### config.mk
export PLATFORM = sky130hd
export DESIGN_NAME = fnvkt_ctrl
export DESIGN_NICKNAME = d
export VERILOG_FILES = /design/src/design/fnvkt_pkg.sv /design/src/design/fnvkt_ctrl.sv
export SDC_FILE = /design/constraint.sdc
export NUM_CORES = 1
export LEC_CHECK = 0
export ABC_AREA = 1
export BUFFER_PORTS_ARGS = -buffer_cell sky130_fd_sc_hd__buf_2
export CORE_UTILIZATION = 30
export CTS_CLUSTER_SIZE = 25
export DETAILED_ROUTE_END_ITERATION = 6
export SKIP_LAST_GASP = 1
export SLEW_MARGIN = 20
export SYNTH_ARGS = -nofsm -noshare
export SYNTH_HDL_FRONTEND = slang
export SYNTH_SLANG_ARGS = --single-unit
### constraint.sdc
create_clock -name clk -period 2.5 [get_ports clk]
set_input_delay 0.25 -clock clk [delete_from_list [all_inputs] [get_ports clk]]
set_output_delay 0.25 -clock clk [all_outputs]
set_load 0.01 [all_outputs]
### src/design/fnvkt_pkg.sv
package fnvkt_pkg;

	localparam int TABLE_SLOTS   = 1024;
	localparam int MAX_ENTRIES   = 512;
	localparam int MAX_KEY_BYTES = 32;

	localparam int SLOT_W  = $clog2(TABLE_SLOTS);
	localparam int EIDX_W  = $clog2(MAX_ENTRIES);
	localparam int ECNT_W  = $clog2(MAX_ENTRIES + 1);
	localparam int KB_W    = $clog2(MAX_KEY_BYTES);
	localparam int KLEN_W  = $clog2(MAX_KEY_BYTES + 1);
	localparam int KEY_AW  = EIDX_W + KB_W;

	localparam logic [31:0] HASH_BASIS = 32'd2166136261;
	localparam logic [31:0] HASH_PRIME = 32'd16777619;

	// action codes
	localparam logic [1:0] ACT_INSERT = 2'd0;
	localparam logic [1:0] ACT_LOOKUP = 2'd1;
	localparam logic [1:0] ACT_CLEAR  = 2'd2;

	// status codes
	localparam logic [2:0] ST_INSERTED  = 3'd0;
	localparam logic [2:0] ST_FOUND     = 3'd1;
	localparam logic [2:0] ST_NOT_FOUND = 3'd2;
	localparam logic [2:0] ST_FULL      = 3'd3;
	localparam logic [2:0] ST_TOO_LONG  = 3'd4;
	localparam logic [2:0] ST_CLEARED   = 3'd5;

	// controller -> datapath
	typedef struct packed {
		logic       take_byte;
		logic       do_clear;
		logic       clr_wr;
		logic       slot_rd;
		logic       advance;
		logic       commit;
		logic       ent_rd;
		logic       key_rd;
		logic       key_next;
		logic       load;
		logic [2:0] res_st;
	} cmd_t;

	// datapath -> controller
	typedef struct packed {
		logic clr_last;
		logic olong_next;
		logic count_full;
		logic slot_valid;
		logic probe_last;
		logic len_eq;
		logic len_zero;
		logic byte_eq;
		logic byte_last;
		logic out_free;
	} sts_t;

endpackage

### src/design/fnvkt_ctrl.sv
module fnvkt_ctrl import fnvkt_pkg::*; (
	input  logic       clk,
	input  logic       arst_n,
	input  logic       in_valid,
	output logic       in_ready,
	input  logic [1:0] action,
	input  logic       key_last,
	input  sts_t       sts,
	output cmd_t       cmd
);

	localparam logic [2:0] S_CLR  = 3'd0;
	localparam logic [2:0] S_IDLE = 3'd1;
	localparam logic [2:0] S_PRD  = 3'd2;
	localparam logic [2:0] S_PCHK = 3'd3;
	localparam logic [2:0] S_LCHK = 3'd4;
	localparam logic [2:0] S_KCHK = 3'd5;
	localparam logic [2:0] S_FIN  = 3'd6;

	logic [2:0] state_q, state_d;
	logic       clr_emit_q, clr_emit_d;
	logic       ins_q, ins_d;
	logic [2:0] fin_st_q, fin_st_d;
	logic       acc;

	assign in_ready = (state_q == S_IDLE);
	assign acc      = in_valid && in_ready;

	// next state and commands
	always_comb begin
		cmd        = '0;
		state_d    = state_q;
		clr_emit_d = clr_emit_q;
		ins_d      = ins_q;
		fin_st_d   = fin_st_q;
		unique case (state_q)
			S_CLR: begin
				cmd.clr_wr = 1'b1;
				if (sts.clr_last) begin
					state_d  = clr_emit_q ? S_FIN : S_IDLE;
					fin_st_d = ST_CLEARED;
				end
			end
			S_IDLE: begin
				if (acc) begin
					if (action == ACT_CLEAR) begin
						cmd.do_clear = 1'b1;
						clr_emit_d   = 1'b1;
						state_d      = S_CLR;
					end else if (action == ACT_INSERT || action == ACT_LOOKUP) begin
						cmd.take_byte = 1'b1;
						ins_d = (action == ACT_INSERT);
						if (key_last) begin
							priority if (sts.olong_next) begin
								fin_st_d = ST_TOO_LONG;
								state_d  = S_FIN;
							end else if (action == ACT_INSERT && sts.count_full) begin
								fin_st_d = ST_FULL;
								state_d  = S_FIN;
							end else begin
								state_d = S_PRD;
							end
						end
					end
				end
			end
			S_PRD: begin
				cmd.slot_rd = 1'b1;
				state_d     = S_PCHK;
			end
			S_PCHK: begin
				if (!sts.slot_valid) begin
					if (ins_q) begin
						cmd.commit = 1'b1;
						fin_st_d   = ST_INSERTED;
					end else begin
						fin_st_d = ST_NOT_FOUND;
					end
					state_d = S_FIN;
				end else if (ins_q) begin
					cmd.advance = 1'b1;
					fin_st_d    = ST_FULL;
					state_d     = sts.probe_last ? S_FIN : S_PRD;
				end else begin
					cmd.ent_rd = 1'b1;
					state_d    = S_LCHK;
				end
			end
			S_LCHK: begin
				priority if (sts.len_eq && sts.len_zero) begin
					fin_st_d = ST_FOUND;
					state_d  = S_FIN;
				end else if (sts.len_eq) begin
					cmd.key_rd = 1'b1;
					state_d    = S_KCHK;
				end else begin
					cmd.advance = 1'b1;
					fin_st_d    = ST_NOT_FOUND;
					state_d     = sts.probe_last ? S_FIN : S_PRD;
				end
			end
			S_KCHK: begin
				priority if (sts.byte_eq && sts.byte_last) begin
					fin_st_d = ST_FOUND;
					state_d  = S_FIN;
				end else if (sts.byte_eq) begin
					cmd.key_next = 1'b1;
				end else begin
					cmd.advance = 1'b1;
					fin_st_d    = ST_NOT_FOUND;
					state_d     = sts.probe_last ? S_FIN : S_PRD;
				end
			end
			S_FIN: begin
				if (sts.out_free) begin
					cmd.load   = 1'b1;
					clr_emit_d = 1'b0;
					state_d    = S_IDLE;
				end
			end
			default: state_d = S_IDLE;
		endcase
		cmd.res_st = fin_st_q;
	end

	always_ff @(posedge clk or negedge arst_n) begin
		if (!arst_n) begin
			state_q    <= S_CLR;
			clr_emit_q <= 1'b0;
			ins_q      <= 1'b0;
			fin_st_q   <= ST_INSERTED;
		end else begin
			state_q    <= state_d;
			clr_emit_q <= clr_emit_d;
			ins_q      <= ins_d;
			fin_st_q   <= fin_st_d;
		end
	end

endmodule

Yosys cells after proc, flatten, opt, wreduce, memory -nomap -nowiden --
Cells that the tools add are included.
Storage, ports and cells: register bits after elaboration 8, output and inout port bits 14, logic and storage cells 101
Operators by class: equal/unequal tests 21, muxes and demuxes 62, bitwise operators 1, reductions and logical operators 13
Operators by type and width (number):
- 3-bit two-way mux | 29
- 1-bit two-way mux | 25
- 3-bit case mux with 7 select lines | 1
- 3-bit case mux with 5 select lines | 1
- 10-bit AND reduction | 1
- 3-bit == test, second input constant | 3
- 3-bit by 1-bit != test with 1-bit output, second input constant | 3
- 3-bit != test, second input constant | 3
- 2-bit two-way mux | 4
- 2-bit by 1-bit != test with 1-bit output, second input constant | 4
- 4-bit AND reduction | 2
- 3-bit by 2-bit == test with 1-bit output, second input constant | 2
- 2-bit != test, second input constant | 3
- 6-bit AND reduction | 1
- 5-bit nonzero test | 1
- 1-bit logical AND | 4
- 3-bit by 1-bit == test with 1-bit output, second input constant | 1
- 3-bit logical NOT | 1
- 1-bit case mux with 3 select lines | 1
- 2-bit by 1-bit == test with 1-bit output, second input constant | 1
- 2-bit == test, second input constant | 1
- 2-bit logical NOT | 1
- 1-bit case mux with 2 select lines | 1
- 2-bit nonzero test | 1
- other kinds (2) | 2

Logic depth before layout (Yosys ltp) --
Gate-level depths: netlist of the first run.
word-level depth 9, mapped depth 10, gate-level depth less buffers 9

Least setup slack after synthesis of the first run --
Ideal clock, no wire load.
path type register -> register, from register state_q[1], to register state_q[1], setup time 0.118 ns, arrival 1.155 ns, data required time 2.382 ns, path slack 1.227 ns, stages on the path, launching flop included 10, buffers on the path 1, clock period less this slack 1.273 ns, path through dfrtp_1 > buf_6 > inv_4 > nand3_2 > nor2_1 > nor2_1 > nand2_1 > nor2_1 > nand2_1 > nand2_1
Between the ends: word-level cells in the longest chain between the ends 4, elaborated cells between the ends (all ways) 16, classes of those cells eq/ne (12); mux (1); reduce/logical (3)
RTL lines:
- from (decl) | RTL line fnvkt_ctrl.sv:20 | logic [2:0] state_q, state_d;
- from (signal assigned) | RTL line fnvkt_ctrl.sv:133 | state_q <= state_d;
- 3-bit by 1-bit == test with 1-bit output | RTL line fnvkt_ctrl.sv:26, fnvkt_ctrl.sv:36
- 1-bit logical AND | RTL line fnvkt_ctrl.sv:27 | assign acc = in_valid && in_ready;
- 2-bit by 1-bit != test with 1-bit output (no line)
- 6-bit AND reduction (no line)
Several ways; a longest one is shown, not always the timed one. A chain may end at the register's enable or synchronous reset.

==> impl_metrics.json, run 1 <==
{
  "syn_area_um2": 835.8,
  "fp-row-count": 18,
  "grt_pass1_wl_mm": 3.477,
  "status": "complete, no violations",
  "clock_latency_ps": 260,
  "antenna_found_initial": 0,
  "hold_path_class": "input port to register",
  "cp_max_fo": 13,
  "power.internal_uw": 524.2,
  "skew_ps": 1.232,
  "cts_resized": 0,
  "start_util_pct": 32.84,
  "ant_nets": 0,
  "firstDrtPassIters": 4,
  "first_iter_violations": 32,
  "post-dp-hpwl_mm": 1.846,
  "p_sw_uw": 611.4,
  "synthArstFlopShare_pct": 100.0,
  "cts_tree": "built",
  "synth_warnings": 0,
  "yosysMostFrequentCell": "nand2_1",
  "clk_pin_slew_ps": 60,
  "routabilityCongestion": 0.8516,
  "clkSinkCount": 8,
  "synth_ff_type": "dfrtp_1",
  "combPwrFrac_pct": 62.9,
  "grt_overflow": 0,
  "first_global_vias": 825,
  "hold_buffers": 1,
  "cp.required_ps": 2250,
  "core_area_um2": 2545,
  "arrival_ps": 1590,
  "maxSlewViolCount": 0,
  "slew_headroom_pct": 65.37,
  "reg2reg_to": "state_q[2]$_DFFE_PN0P_",
  "port_buffers": 29,
  "cts_inserted_buffers": 3,
  "setup_viol": 0,
  "ctsHtreeMaxLevel": 1,
  "min_to": "ins_q$_DFFE_PN0P_",
  "synth_edf_count": 0,
  "drv_cap": 0,
  "fin_util_pct": 39.97,
  "ys_ff_latch": 8,
  "seqCellArea_um2": 200.2,
  "grt_max_degree": 14,
  "max_freq_ghz": 0.5448,
  "dieWidth_um": 54.78,
  "fp.dieH_um": 54.78,
  "syn_avg_cell_area_um2": 5.845,
  "synthXorXnorAreaFrac_pct": 0,
  "dieArea_um2": 3001,
  "routedWlPerCell_um": 10.65,
  "hold_depth": 2,
  "remaining_drc_errors": 0,
  "synth.top_cell.area_share_pct": 23.95,
  "min-delay-start": "action[0]",
  "yosysTopAreaCell": "dfrtp_1",
  "fillers": 309,
  "setup_ws_ps": 664.3,
  "viasPerCell": 4.675,
  "root_buffer": "clkbuf_4",
  "clkPwrFrac_pct": 9.0,
  "drive_above_1_share_pct": 28.32,
  "muxShareOfSynthArea_pct": 0,
  "final.period_utilization_pct": 73.43,
  "area_growth_syn_to_layout_pct": 21.71,
  "rr_worst_depth": 6,
  "synth_top_cells_by_count": "nand2_1, inv_1, nor2_1, nand3_1, dfrtp_1",
  "path_class": "register to output port",
  "postCtsSetupBuffers": 0,
  "p_seq_share_pct": 28.1,
  "post-place-ws_ps": 961.4,
  "reg2reg_from": "state_q[2]$_DFFE_PN0P_",
  "worstSetupEndpointType": "output port",
  "vias": 949,
  "synth.distinct_cells": 22,
  "p_leak_uw": 0.0006562,
  "io_pins": 30,
  "wirelength_mm": 2.161,
  "tightest_slew_ps": 519.4,
  "cts.path.max_buffers": 2,
  "synth_compound_area_share_pct": 6.737,
  "post-route-min-period_ps": 1836,
  "diodes": 0,
  "postSynthCellCount": 143,
  "synth_fa_ha_area_share_pct": 0,
  "synth_top_family_by_area": "simple AND/OR/NAND/NOR gates",
  "grt_setup_unrepaired": "false",
  "grt_use_total_pct": 16.55,
  "synth_top_cells_by_area": "dfrtp_1, nand2_1, inv_1",
  "reg2reg_slack_ps": 920,
  "syn_nets": 159,
  "startpoint_type": "register",
  "yosys.area_share.simple_pct": 52.40,
  "hold_viol_final": 0,
  "synth_seq_area_share_pct": 23.95,
  "multi_input_area_um2": 494.2,
  "final.setup.tns_ps": 0,
  "sw_frac_of_total_pct": 53.84,
  "ir_worst_vdd_v": 0.0005294,
  "fin_nets": 191,
  "cellPowerDensity_nw_per_um2": 1116
}
-- worst max path at each step --
stage,start,to,slack (ps),depth (start not counted)
after floorplan,state_q[1]$_DFFE_PN0P_,state_q[1]$_DFFE_PN0P_,1230,9
after global placement,state_q[2]$_DFFE_PN0P_,state_q[2]$_DFFE_PN0P_,980,6
after detailed placement,state_q[2]$_DFFE_PN0P_,state_q[2]$_DFFE_PN0P_,960,6
after CTS,state_q[2]$_DFFE_PN0P_,cmd[11],680,6
after global routing,state_q[2]$_DFFE_PN0P_,cmd[11],530,6
final,state_q[2]$_DFFE_PN0P_,cmd[11],660,6
-- through the flow --
| step | total power (uW) | instances | hold WS (ps) | area [um2] |
|---|---|---|---|---|
| after floorplan | 883.9 | 143 | -45.59 | 835.8 |
| after global placement | 1026 | 199 | 106.0 | 984.7 |
| after detailed placement | 1032 | 199 | 116.2 | 984.7 |
| after CTS | 1142 | 203 | 196.2 | 1017 |
| after global routing | 1261 | 203 | 201.7 | 1017 |
| final | 1136 | 203 | 199.5 | 1017 |
-- state kept, by name, indices dropped and copies added (netlist names) --
| register | cells |
|---|---|
| ins_q | 1 |
| clr_emit_q | 1 |
| fin_st_q | 3 |
| state_q | 3 |
-- layout by cell type, fill, tap and decap left out, types with 2 or more instances in the layout --
master / count
nand2_1: 47
buf_2: 29
inv_1: 23
nor2_1: 17
nand3_1: 15
dfrtp_1: 8
nor2_2: 5
inv_2: 3
nand4_1: 3
a21oi_1: 3
clkbuf_4: 3
nand3_2: 2
nor2_4: 2
o21ai_2: 2
o21ai_0: 2
-- kinds of logic after synthesis --
kind of cell / after synthesis
simple gates: 95
compound gates: 9
buf+inv: 31
flops: 8
-- critical path, cell delays in order, from the launching register on --
cell     delay (ps)
dfrtp_1         560
inv_2           160
nand3_2         140
inv_2           110
nand3_1         150
inv_1            80
buf_2           120
-- layout make-up --
cell class,instances,share of cell area [%]
inverter,28,10.58
multi-input combinational,104,48.59
timing repair buffer,30,15.25
tap,30,3.690
sequential,8,19.68
clock buffer,3,2.214
-- power by group through the flow --
stage | Sequential, uW | Clock (uW) | Combinational [uW]
2_1_floorplan | 249 | 0 | 634
3_3_place_gp | 312 | 0 | 714
3_5_place_dp | 319 | 0 | 713
4_1_cts | 318 | 105 | 719
5_1_grt | 331 | 110 | 821
6_report | 319 | 103 | 714
-- metal layers --
layer / wire length, um / GRT usage (%)
met1: 1039 / 21.95
met2: 984 / 27.11
met3: 137 / 3.333
met4: 0 / 3.846
met5: 0 / 0
(Power assumes the default switching activity.)
==> run 2, diff against run 1 <==
--- a/config.mk
+++ b/config.mk
@@ -5,7 +5,7 @@
 export SDC_FILE = /design/constraint.sdc
 export NUM_CORES = 1
 export LEC_CHECK = 0
-export ABC_AREA = 1
+export ABC_AREA = 0
 export BUFFER_PORTS_ARGS = -buffer_cell sky130_fd_sc_hd__buf_2
 export CORE_UTILIZATION = 30
 export CTS_CLUSTER_SIZE = 25
==> constraint.sdc (replaced) <==
create_clock -name clk -period 1.8 [get_ports clk]
set_input_delay 0.18 -clock clk [delete_from_list [all_inputs] [get_ports clk]]
set_output_delay 0.18 -clock clk [all_outputs]
set_load 0.01 [all_outputs]
==> run 2 against run 1 <==
Net effect:
- clock skew is essentially flat
- synthesized cell count shrank 38%
- final area grew 12%
- combinational power grew 110%
- count of clock-buffer cells in the layout is the same
- global-route usage grew 3.2 points
- critical endpoint is now state_q[2]$_DFFE_PN0P_
- largest cell class unchanged
==> impl_metrics.json, run 2 <==
{
  "synth_compound_area_share_pct": 21.59,
  "cp.required_ps": 1940,
  "cp_num_buf_inv": 0,
  "ir_worst_vdd_v": 0.0008624,
  "post-dp-hpwl_mm": 1.830,
  "maxSlewViolCount": 0,
  "synth_seq_area_share_pct": 27.63,
  "startpoint_type": "register",
  "clkSinkCount": 8,
  "min-delay-start": "action[0]",
  "hold_viol_final": 0,
  "port_buffers": 29,
  "drive_above_1_share_pct": 49.29,
  "dieArea_um2": 2615,
  "grt_pass1_wl_mm": 3.801,
  "yosys.area_share.simple_pct": 37.82,
  "first_iter_violations": 19,
  "fp.dieH_um": 51.14,
  "final_common_cell": "buf_2",
  "path_class": "register to register",
  "power.internal_uw": 1172,
  "synth_fa_ha_area_share_pct": 0,
  "post-route-min-period_ps": 1780,
  "ys_ff_latch": 8,
  "io_pins": 30,
  "yosysTopAreaCell": "dfrtp_1",
  "syn_area_um2": 724.4,
  "first_global_vias": 851,
  "grt_max_degree": 13,
  "vias": 896,
  "dieWidth_um": 51.14,
  "combPwrFrac_pct": 76.0,
  "p_seq_share_pct": 17.0,
  "startpoint": "state_q[0]$_DFFE_PN0P_",
  "setup_viol": 0,
  "viasPerCell": 5.333,
  "wirelength_mm": 2.315,
  "root_buffer": "clkbuf_4",
  "wl_met1_mm": 1.001,
  "postSynthCellCount": 89,
  "syn_nets": 105,
  "antenna_found_initial": 0,
  "cp_max_fo": 4,
  "synth_top_family_by_area": "simple AND/OR/NAND/NOR gates",
  "cts_tree": "built",
  "final.period_utilization_pct": 98.88,
  "routedWlPerCell_um": 13.78,
  "syn_avg_cell_area_um2": 8.140,
  "core_area_um2": 2255,
  "synth_top_cells_by_count": "dfrtp_1, nor2_1, nor2b_1",
  "slew_headroom_pct": 76.83,
  "cellPowerDensity_nw_per_um2": 1736,
  "synth.top_cell.area_share_pct": 27.63,
  "fp-row-count": 17,
  "start_util_pct": 32.13,
  "skew_ps": 0.8458,
  "total_power_uw": 1981,
  "diodes": 0,
  "synthXorXnorAreaFrac_pct": 0,
  "path_delay_family": "simple AND/OR/NAND/NOR gates",
  "setup_ws_ps": 20.21,
  "synthArstFlopShare_pct": 100.0,
  "synth_warnings": 0,
  "p_leak_uw": 0.0005531,
  "slowest_stage": "or3b_4",
  "drv_cap": 0,
  "grt_use_total_pct": 19.76,
  "worstSetupEndpointType": "register",
  "firstDrtPassIters": 4,
  "cpPeakStageDelay_ps": 440,
  "cts_inserted_buffers": 3,
  "tightest_slew_ps": 346.0,
  "cts.path.max_buffers": 2,
  "reg2reg_from": "state_q[0]$_DFFE_PN0P_",
  "muxShareOfSynthArea_pct": 8.117,
  "synth_ff_type": "dfrtp_1",
  "grt_setup_unrepaired": "true",
  "arrival_ps": 1920,
  "clk_pin_slew_ps": 60,
  "synth.distinct_cells": 37,
  "fin_nets": 158,
  "synth_top_cells_by_area": "dfrtp_1, nor2b_1, o221ai_1",
  "remaining_drc_errors": 0,
  "p_sw_uw": 808.7,
  "status": "complete, no violations",
  "ant_nets": 0,
  "hold_path_class": "input port to register",
  "max_freq_ghz": 0.5619,
  "sw_frac_of_total_pct": 40.82,
  "clkPwrFrac_pct": 7.0,
  "final_cell_mix": "buf_2, buf_4, nor2_1, dfrtp_1, nor2b_1",
  "fin_util_pct": 50.61,
  "synth_edf_count": 0,
  "post-place-ws_ps": -16.47,
  "cp_cell_sequence": "or3b_4 > or3_4 > and3_4 > mux2_4",
  "area_growth_syn_to_layout_pct": 57.51,
  "wl_met3_um": 117,
  "dr_wl_met2_mm": 1.167,
  "clock_latency_ps": 250,
  "grt_overflow": 0,
  "largest_registers": "fin_st_q (3), state_q (3)",
  "ctsHtreeMaxLevel": 1,
  "top_layer_used": "met4",
  "routabilityCongestion": 0.8269
}
run 2: routing by layer:
layer | GRT usage [%] | vias to the layer above
met1 | 23.83 | 420
met5 | 0 | -
met3 | 5.655 | 4
met2 | 33.55 | 28
li1 | - | 444
met4 | 6.019 | 0
run 2: power by group through the flow:
stage / logic [uW] / registers, uW / clock network, uW
after floorplan: 761 / 351 / 0
after global placement: 1320 / 330 / 0
after detailed placement: 1360 / 334 / 0
after CTS: 1410 / 330 / 145
after global routing: 1650 / 348 / 158
final: 1510 / 336 / 139
run 2: logic make-up after synthesis:
group | Yosys count
buf+inv | 9
flops | 8
compound gates | 21
mux | 5
simple gates | 46
run 2: path summary, 6_finish.rpt:
check                                          end  slack (ps)  cells past startpoint
min                              ins_q$_DFFE_PN0P_         120                      2
max in group asynchronous        ins_q$_DFFE_PN0P_        1320                      2
min in group asynchronous  fin_st_q[1]$_DFFE_PN0P_         300                      2
max reg2reg                 state_q[2]$_DFFE_PN0P_          20                      4
min reg2reg                fin_st_q[2]$_DFFE_PN0P_         510                      1
max                         state_q[2]$_DFFE_PN0P_          20                      4
run 2: timing repair:
| item | in CTS | in global routing |
|---|---|---|
| hold buffers | 1 | 0 |
| setup buffers | 1 | 1 |
| endpoints found under the hold margin | 8 | 0 |
| gates cloned | 0 | 0 |
| gates resized for setup | 2 | 10 |
| setup endpoints to repair | 2 | 6 |
| pin swaps | 2 | 2 |
run 2: worst register-to-register path, cell delays in order (launching register included):
cell,delay (ps)
dfrtp_1,400
or3b_4,440
or3_4,360
and3_4,180
mux2_4,290
run 2: final cells by class:
cell class / count / area [um2]
Fill cell: 238 / 1114
Sequential cell: 8 / 200.2
Timing Repair Buffer: 52 / 331.6
Inverter: 5 / 21.27
Clock buffer: 3 / 22.52
Tap cell: 28 / 35.03
Multi-Input combinational cell: 72 / 530.5
run 2: through the flow:
stage | instances | TNS, ps | cell area (um2) | hold slack, ps
detailed placement | 162 | -16.47 | 1039 | 39.73
global placement | 162 | 0 | 1039 | 36.57
CTS | 167 | 0 | 1089 | 109.0
floorplan | 89 | 0 | 724.4 | -115.6
finish | 168 | 0 | 1141 | 116.0
global route | 168 | -70.08 | 1141 | 134.3
